### config.mk
export PLATFORM = sky130hd
export DESIGN_NAME = texel_to_rgba8_with_crc32_core
export DESIGN_NICKNAME = d
export VERILOG_FILES = /design/src/hdl/tx2rgba_pkg.sv /design/src/hdl/texel_to_rgba8_with_crc32_core.sv
export SDC_FILE = /design/constraint.sdc
export NUM_CORES = 1
export LEC_CHECK = 0
export ABC_CLOCK_PERIOD_IN_PS = 13900
export BUFFER_PORTS_ARGS = -buffer_cell sky130_fd_sc_hd__buf_4
export CAP_MARGIN = 20
export CORE_UTILIZATION = 28
export CTS_CLUSTER_SIZE = 12
export DETAILED_ROUTE_END_ITERATION = 8
export HOLD_SLACK_MARGIN = 0.05
export SYNTH_ARGS = -nofsm -noshare
export SYNTH_HDL_FRONTEND = slang
export SYNTH_SLANG_ARGS = --single-unit
### constraint.sdc
create_clock -name clock -period 13.9 [get_ports clock]
set_input_delay 0 -clock clock [delete_from_list [all_inputs] [get_ports clock]]
set_output_delay 0 -clock clock [all_outputs]
set_load 0.05 [all_outputs]
### src/hdl/tx2rgba_pkg.sv
`timescale 1ns / 1ps
// Shared types, constants and functions for the texel to RGBA8888 converter.
// No dependencies; used by the core and by its checker.

package tx2rgba_pkg;

   localparam logic [31:0] CRC_POLY = 32'hEDB8_8320;
   localparam logic [31:0] CRC_INIT = 32'hFFFF_FFFF;
   localparam logic [7:0]  ALPHA_OPAQUE = 8'hFF;

   typedef enum logic [2:0] {
      FMT_RGBA8    = 3'd0,
      FMT_RGB8     = 3'd1,
      FMT_BGRA8    = 3'd2,
      FMT_RGB565   = 3'd3,
      FMT_RGBA4444 = 3'd4,
      FMT_RGBA5551 = 3'd5
   } pixel_format_type;

   // Effect of one set bit of (crc ^ data) after all 32 bit steps of the
   // reflected CRC. Evaluated on constant arguments only.
   function automatic logic [31:0] crc_column(input int unsigned idx);
      logic [31:0] c;
      c = 32'd1 << idx;
      for (int k = 0; k < 32; k++) begin
         c = c[0] ? ((c >> 1) ^ CRC_POLY) : (c >> 1);
      end
      return c;
   endfunction

   // CRC-32 over four bytes, least significant byte first. The 32 shift
   // steps are linear, so this is one XOR tree over the input bits.
   function automatic logic [31:0] crc32_word(input logic [31:0] crc,
                                              input logic [31:0] data);
      logic [31:0] x;
      logic [31:0] r;
      x = crc ^ data;
      r = '0;
      for (int i = 0; i < 32; i++) begin
         if (x[i]) begin
            r = r ^ crc_column(i);
         end
      end
      return r;
   endfunction

   // v*255/31 truncated equals 8v + floor(7v/31); the second term counts
   // the thresholds ceil(31k/7) that v reaches.
   function automatic logic [7:0] widen5(input logic [4:0] v);
      logic [2:0] c;
      c = 3'(v >= 5'd5) + 3'(v >= 5'd9) + 3'(v >= 5'd14) + 3'(v >= 5'd18)
        + 3'(v >= 5'd23) + 3'(v >= 5'd27) + 3'(v >= 5'd31);
      return {v, 3'b000} + {5'b00000, c};
   endfunction

   // v*255/63 truncated equals 4v + floor(v/21).
   function automatic logic [7:0] widen6(input logic [5:0] v);
      logic [1:0] c;
      c = 2'(v >= 6'd21) + 2'(v >= 6'd42) + 2'(v >= 6'd63);
      return {v, 2'b00} + {6'b000000, c};
   endfunction

   // v*17 is the nibble repeated.
   function automatic logic [7:0] widen4(input logic [3:0] v);
      return {v, v};
   endfunction

endpackage

### src/hdl/texel_to_rgba8_with_crc32_core.sv
`timescale 1ns / 1ps
// Texel to RGBA8888 converter with a running CRC-32 over the output bytes.
// Depends on tx2rgba_pkg for the format codes, channel widening and CRC.

// This core takes one source texel per item, in the pixel format held in
// its configuration register, and returns one RGBA8888 word per item along
// with the inverted running CRC-32 of every output byte of the image so
// far (bytes R, G, B, A in that order) and a flag that marks the closing
// texel. Throughput is one item per clock cycle while rsp_ready holds; a
// texel is captured by the input register and then by the result register
// that frame the conversion and CRC logic, and the move into the result
// register waits while the result channel is stalled. The CRC register
// returns to all ones after a texel marked last, so the next item starts a
// fresh image. Write the format only while no item is in flight; codes 6
// and 7 pass the texel through unchanged.

module texel_to_rgba8_with_crc32_core
   import tx2rgba_pkg::*;
(
   input  logic        clock,
   input  logic        reset,
   // Configuration write channel.
   input  logic        csr_valid,
   output logic        csr_ready,
   input  logic [2:0]  csr_pixel_format,
   // Texel input channel.
   input  logic        req_valid,
   output logic        req_ready,
   input  logic [31:0] req_texel_word,
   input  logic        req_last_texel,
   // Result channel.
   output logic        rsp_valid,
   input  logic        rsp_ready,
   output logic [31:0] rsp_rgba_word,
   output logic [31:0] rsp_image_crc,
   output logic        rsp_crc_final
);

   pixel_format_type pixel_format_ff;

   // Input register stage.
   logic        in_valid_ff;
   logic        in_valid_in;
   logic [31:0] in_texel_ff;
   logic        in_last_ff;

   // Result register stage.
   logic        out_valid_ff;
   logic        out_valid_in;
   logic [31:0] out_rgba_ff;
   logic [31:0] out_crc_ff;
   logic        out_final_ff;

   // Running CRC, not inverted.
   logic [31:0] crc_state_ff;
   logic [31:0] crc_state_in;

   logic        advance;
   logic [31:0] rgba;
   logic [31:0] crc_next;
   logic [15:0] p16;

   // The configuration register is always ready to take a write.
   assign csr_ready = 1'b1;

   // An item moves from the input register into the result register when
   // the result register is empty or is being drained in the same cycle.
   // The input register then frees up, so a new item can enter every cycle while items keep advancing.
   assign advance      = in_valid_ff && (!out_valid_ff || rsp_ready);
   assign req_ready    = !in_valid_ff || advance;
   assign in_valid_in  = (req_valid && req_ready) || (in_valid_ff && !advance);
   assign out_valid_in = advance || (out_valid_ff && !rsp_ready);

   // Format conversion, purely combinational from the input register.
   assign p16 = in_texel_ff[15:0];

   always_comb begin
      case (pixel_format_ff)
         FMT_RGB8: begin
            rgba = {ALPHA_OPAQUE, in_texel_ff[23:0]};
         end
         FMT_BGRA8: begin
            rgba = {in_texel_ff[31:24], in_texel_ff[7:0],
                    in_texel_ff[15:8], in_texel_ff[23:16]};
         end
         FMT_RGB565: begin
            rgba = {ALPHA_OPAQUE, widen5(p16[4:0]), widen6(p16[10:5]),
                    widen5(p16[15:11])};
         end
         FMT_RGBA4444: begin
            rgba = {widen4(p16[3:0]), widen4(p16[7:4]), widen4(p16[11:8]),
                    widen4(p16[15:12])};
         end
         FMT_RGBA5551: begin
            rgba = {(p16[0] ? ALPHA_OPAQUE : 8'h00), widen5(p16[5:1]),
                    widen5(p16[10:6]), widen5(p16[15:11])};
         end
         default: begin
            // RGBA8 and the undefined codes pass the texel through.
            rgba = in_texel_ff;
         end
      endcase
   end

   // The four output bytes fold into the CRC as one 32-bit XOR network.
   assign crc_next     = crc32_word(crc_state_ff, rgba);
   assign crc_state_in = in_last_ff ? CRC_INIT : crc_next;

   // Control registers.
   always_ff @(posedge clock) begin
      if (reset) begin
         pixel_format_ff <= FMT_RGBA8;
         in_valid_ff     <= 1'b0;
         out_valid_ff    <= 1'b0;
         crc_state_ff    <= CRC_INIT;
      end else begin
         in_valid_ff  <= in_valid_in;
         out_valid_ff <= out_valid_in;
         if (csr_valid && csr_ready) begin
            pixel_format_ff <= pixel_format_type'(csr_pixel_format);
         end
         if (advance) begin
            crc_state_ff <= crc_state_in;
         end
      end
   end

   // Payload registers.
   always_ff @(posedge clock) begin
      if (req_valid && req_ready) begin
         in_texel_ff <= req_texel_word;
         in_last_ff  <= req_last_texel;
      end
      if (advance) begin
         out_rgba_ff  <= rgba;
         out_crc_ff   <= ~crc_next;
         out_final_ff <= in_last_ff;
      end
   end

   assign rsp_valid     = out_valid_ff;
   assign rsp_rgba_word = out_rgba_ff;
   assign rsp_image_crc = out_crc_ff;
   assign rsp_crc_final = out_final_ff;

endmodule

==> flow_summary.toml <==
[run_status]
status = "finished, violations left"
violations = "design-rule violations"

[final_layout]
drive_gt1_frac = 0.2171
fill_cells = 3404
area_growth_pct = 21.96
final_area_um2 = 11920
num_antenna_cells = 0
final_net_count = 994

[sta]
timing.final.crit_period_ns = 5.880
layout_setup_ws_ns = 8.020
hold_viol_final = 0
finalCritPeriodShare = 0.4230
fin_tns_setup_ns = 0
max_freq_mhz = 170.1
grt_setup_unrepaired = "no"
skew_ns = 0.01161
slew_viol_final = 0
slew_headroom = 0.3204
tightest_slew_ns = 1.012
setup_violations = 0

[setup_path]
critical_path_class = "flip-flop to flip-flop"
path_cells = "or2_2 -> o21a_1 -> or2_2 -> fa_1 -> fa_1 -> inv_1 -> fa_1 -> fa_1 -> o22ai_1 -> a2bb2oi_1 -> xnor2_1 -> xnor2_1 -> xnor3_1 -> xor2_1"
r2r_start = "in_texel_ff[2]$_DFFE_PP_"
cp.required_ns = 14.10
end_kind = "flip-flop"
path_max_fanout = 14
start_kind = "flip-flop"
slowest_delay_ns = 0.60
crit_path_frequent_cell = "fa_1"
crit_path_start = "in_texel_ff[2]$_DFFE_PP_"
cp.arrival_ns = 6.08
cpMaxStageDelayCell = "edfxtp_1"

[routing]
drt-initial-drc-count = 567
drc = 1
wl_mm = 29.02
vias = 6901
postRouteAntennaNets = 0
drt-pass1-iter-count = 7
viasPerCell = 4.915
wl_per_cell_um = 20.67

[global_routing]
grt_max_degree = 84
grt_pass1_vias = 6837
antenna_found_initial = 0
grt_pass1_wl_mm = 43.40
grt.overflow.total = 0
groute.usage.overall = 0.1667

[clocking]
numCtsBuffers = 17
cts_buffer_depth = 2
cts_hold_buf = 43
postCtsSetupBuffers = 0
post_cts_resized = 0
h-tree-depth = 4
path_clk_slew_ns = 0.06
cts.root.buffer_cell = "clkbuf_16"
cts_tree = "done"
clock-sinks = 135
clk_latency_ns = 0.44

[yosys]
synthTopCellsByCount = "xnor2_1 (100), edfxtp_1 (98), xnor3_1 (49)"
synth_area_leaders = "edfxtp_1 (30%), xnor3_1 (11%), xnor2_1 (9.0%)"
synth_seq_cells = 135
synth_area_leader_cell = "edfxtp_1"
synth_area_um2 = 9771
synth_area_per_cell_um2 = 12.00
synth-main-ff-cell = "edfxtp_1"
ys_types = 87
syn_nets = 872
synth.most_common_cell = "xnor2_1"
synthArstFlopShare = 0
ys_seq_area_frac = 0.3770
yosysTopAreaCellShare = 0.3012
syn_inst = 814
yosysWarningCount = 0
synth-edff-count = 98

[die]
die_w_um = 188.8
dieArea_um2 = 35650
coreArea_um2 = 34460
io_pins = 109
initial_core_util = 0.2836
die_h_um = 188.8
rows = 68

[power_and_ir_drop]
ir_drop_v = 0.0001426
p_switching_mw = 1.541
p_int_mw = 2.100
p_per_area_nw_per_um2 = 305.6
cellLeakagePower_nw = 4.708
pwr-share-clk = 0.128
seq_power_share = 0.206
comb_power_share = 0.666
swShare = 0.4232

[placement]
preCtsSetupSlack_ns = 8.047
placed_area_um2 = 10900
dpl.hpwl_mm = 21.18
gp_congestion = 0.9299
io_buffers = 107

[job]
cap_violations = 0

[hold_path]
hp-class = "input pin to flip-flop"
hold_start = "req_texel_word[20]"
==> sequential cells by signal, indices dropped and copies added (netlist names) <==
name / count
in_texel_ff: 32
crc_state_ff: 32
in_valid_ff: 1
in_last_ff: 1
rsp_image_crc: 32
rsp_rgba_word: 32
pixel_format_ff: 3
rsp_valid: 1
rsp_crc_final: 1
==> kinds of logic (layout without fill, tap and decap cells) <==
| group | count (synthesis) | in the layout | share of synthesized area |
|---|---|---|---|
| multiplexers | 20 | 20 | 0.02151 |
| AO/OA/AOI/OAI | 157 | 157 | 0.1297 |
| XOR/XNOR | 214 | 214 | 0.2913 |
| adder cells (fa/ha/maj) | 17 | 17 | 0.03483 |
| flip-flops | 135 | 135 | 0.3770 |
| buffers and inverters | 87 | 222 | 0.04405 |
| AND/OR/NAND/NOR | 183 | 183 | 0.1012 |
| other | 1 | 1 | 0.0003838 |
==> layout by cell type (no fill, tap or decap), types with 5 or more instances in the layout <==
cell type	count
o22ai_1	5
nor3b_1	5
o211ai_1	10
clkbuf_16	17
o22a_1	8
xnor3_1	49
mux2_2	8
nand3_1	15
xor3_1	8
a21oi_1	42
nor2b_1	10
xor2_1	36
xnor2_2	14
xor2_2	5
dfxtp_1	34
fa_1	17
buf_4	113
xnor2_1	100
dlygate4sd3_1	43
nor3_1	12
or3_1	5
mux2i_1	12
o21ai_0	18
a31oi_1	5
a211o_1	5
and3_1	11
nand2_1	36
nor2_1	47
nand2b_1	11
edfxtp_1	98
a221oi_1	10
inv_1	31
==> stage by stage <==
step / cells / hold slack, ns / util / total power [mW]
after floorplan: 814 / 0.09887 / - / 2.598
after global placement: 1329 / 0.1793 / 0.3162 / 3.146
after detailed placement: 1329 / 0.1793 / 0.3162 / 3.146
after CTS: 1404 / 0.2649 / 0.3458 / 3.648
after global routing: 1404 / 0.2747 / 0.3458 / 3.831
final: 1404 / 0.2724 / 0.3458 / 3.641
==> power by group through the flow <==
stage	registers (mW)	logic [mW]	clock network, mW
floorplan	0.919	1.68	0
global placement	0.759	2.39	0
detailed placement	0.757	2.39	0
CTS	0.751	2.42	0.473
global route	0.760	2.58	0.491
finish	0.750	2.43	0.467
==> final timing paths <==
path,cells after the start,slack (ns),end
worst min register to register,0,0.50,rsp_crc_final$_DFFE_PP_
worst max-delay path,14,8.02,rsp_image_crc[7]$_DFFE_PP_
worst min-delay path,2,0.27,in_texel_ff[20]$_DFFE_PP_
worst max register to register,14,8.02,rsp_image_crc[7]$_DFFE_PP_
==> area by class of cell <==
class / instances / area [µm²] / area share
multi-input combinational: 592 / 5664 / 0.4753
sequential: 135 / 3687 / 0.3094
timing repair buffer: 156 / 1279 / 0.1073
tap: 455 / 569.3 / 0.04777
clock buffer: 19 / 442.9 / 0.03717
clock inverter: 13 / 146.4 / 0.01228
inverter: 34 / 127.6 / 0.01071
==> worst max-delay path: cells and delay by family, from the launching register on <==
| family | cells | cell delay, ns |
|---|---|---|
| buffers and inverters | 1 | 0.06 |
| AO/OA/AOI/OAI | 3 | 0.69 |
| adder cells (fa/ha/maj) | 4 | 1.96 |
| flip-flops | 1 | 0.60 |
| XOR/XNOR | 4 | 1.64 |
| AND/OR/NAND/NOR | 2 | 0.69 |
==> metal layers <==
layer	wire length, µm	global-route usage	vias to the layer above
met3	2474	0.04712	31
li1	-	-	3170
met2	13040	0.2528	276
met1	12890	0.2258	3424
met5	0	0	-
met4	612	0.05862	0
(Power assumes the default switching activity.)
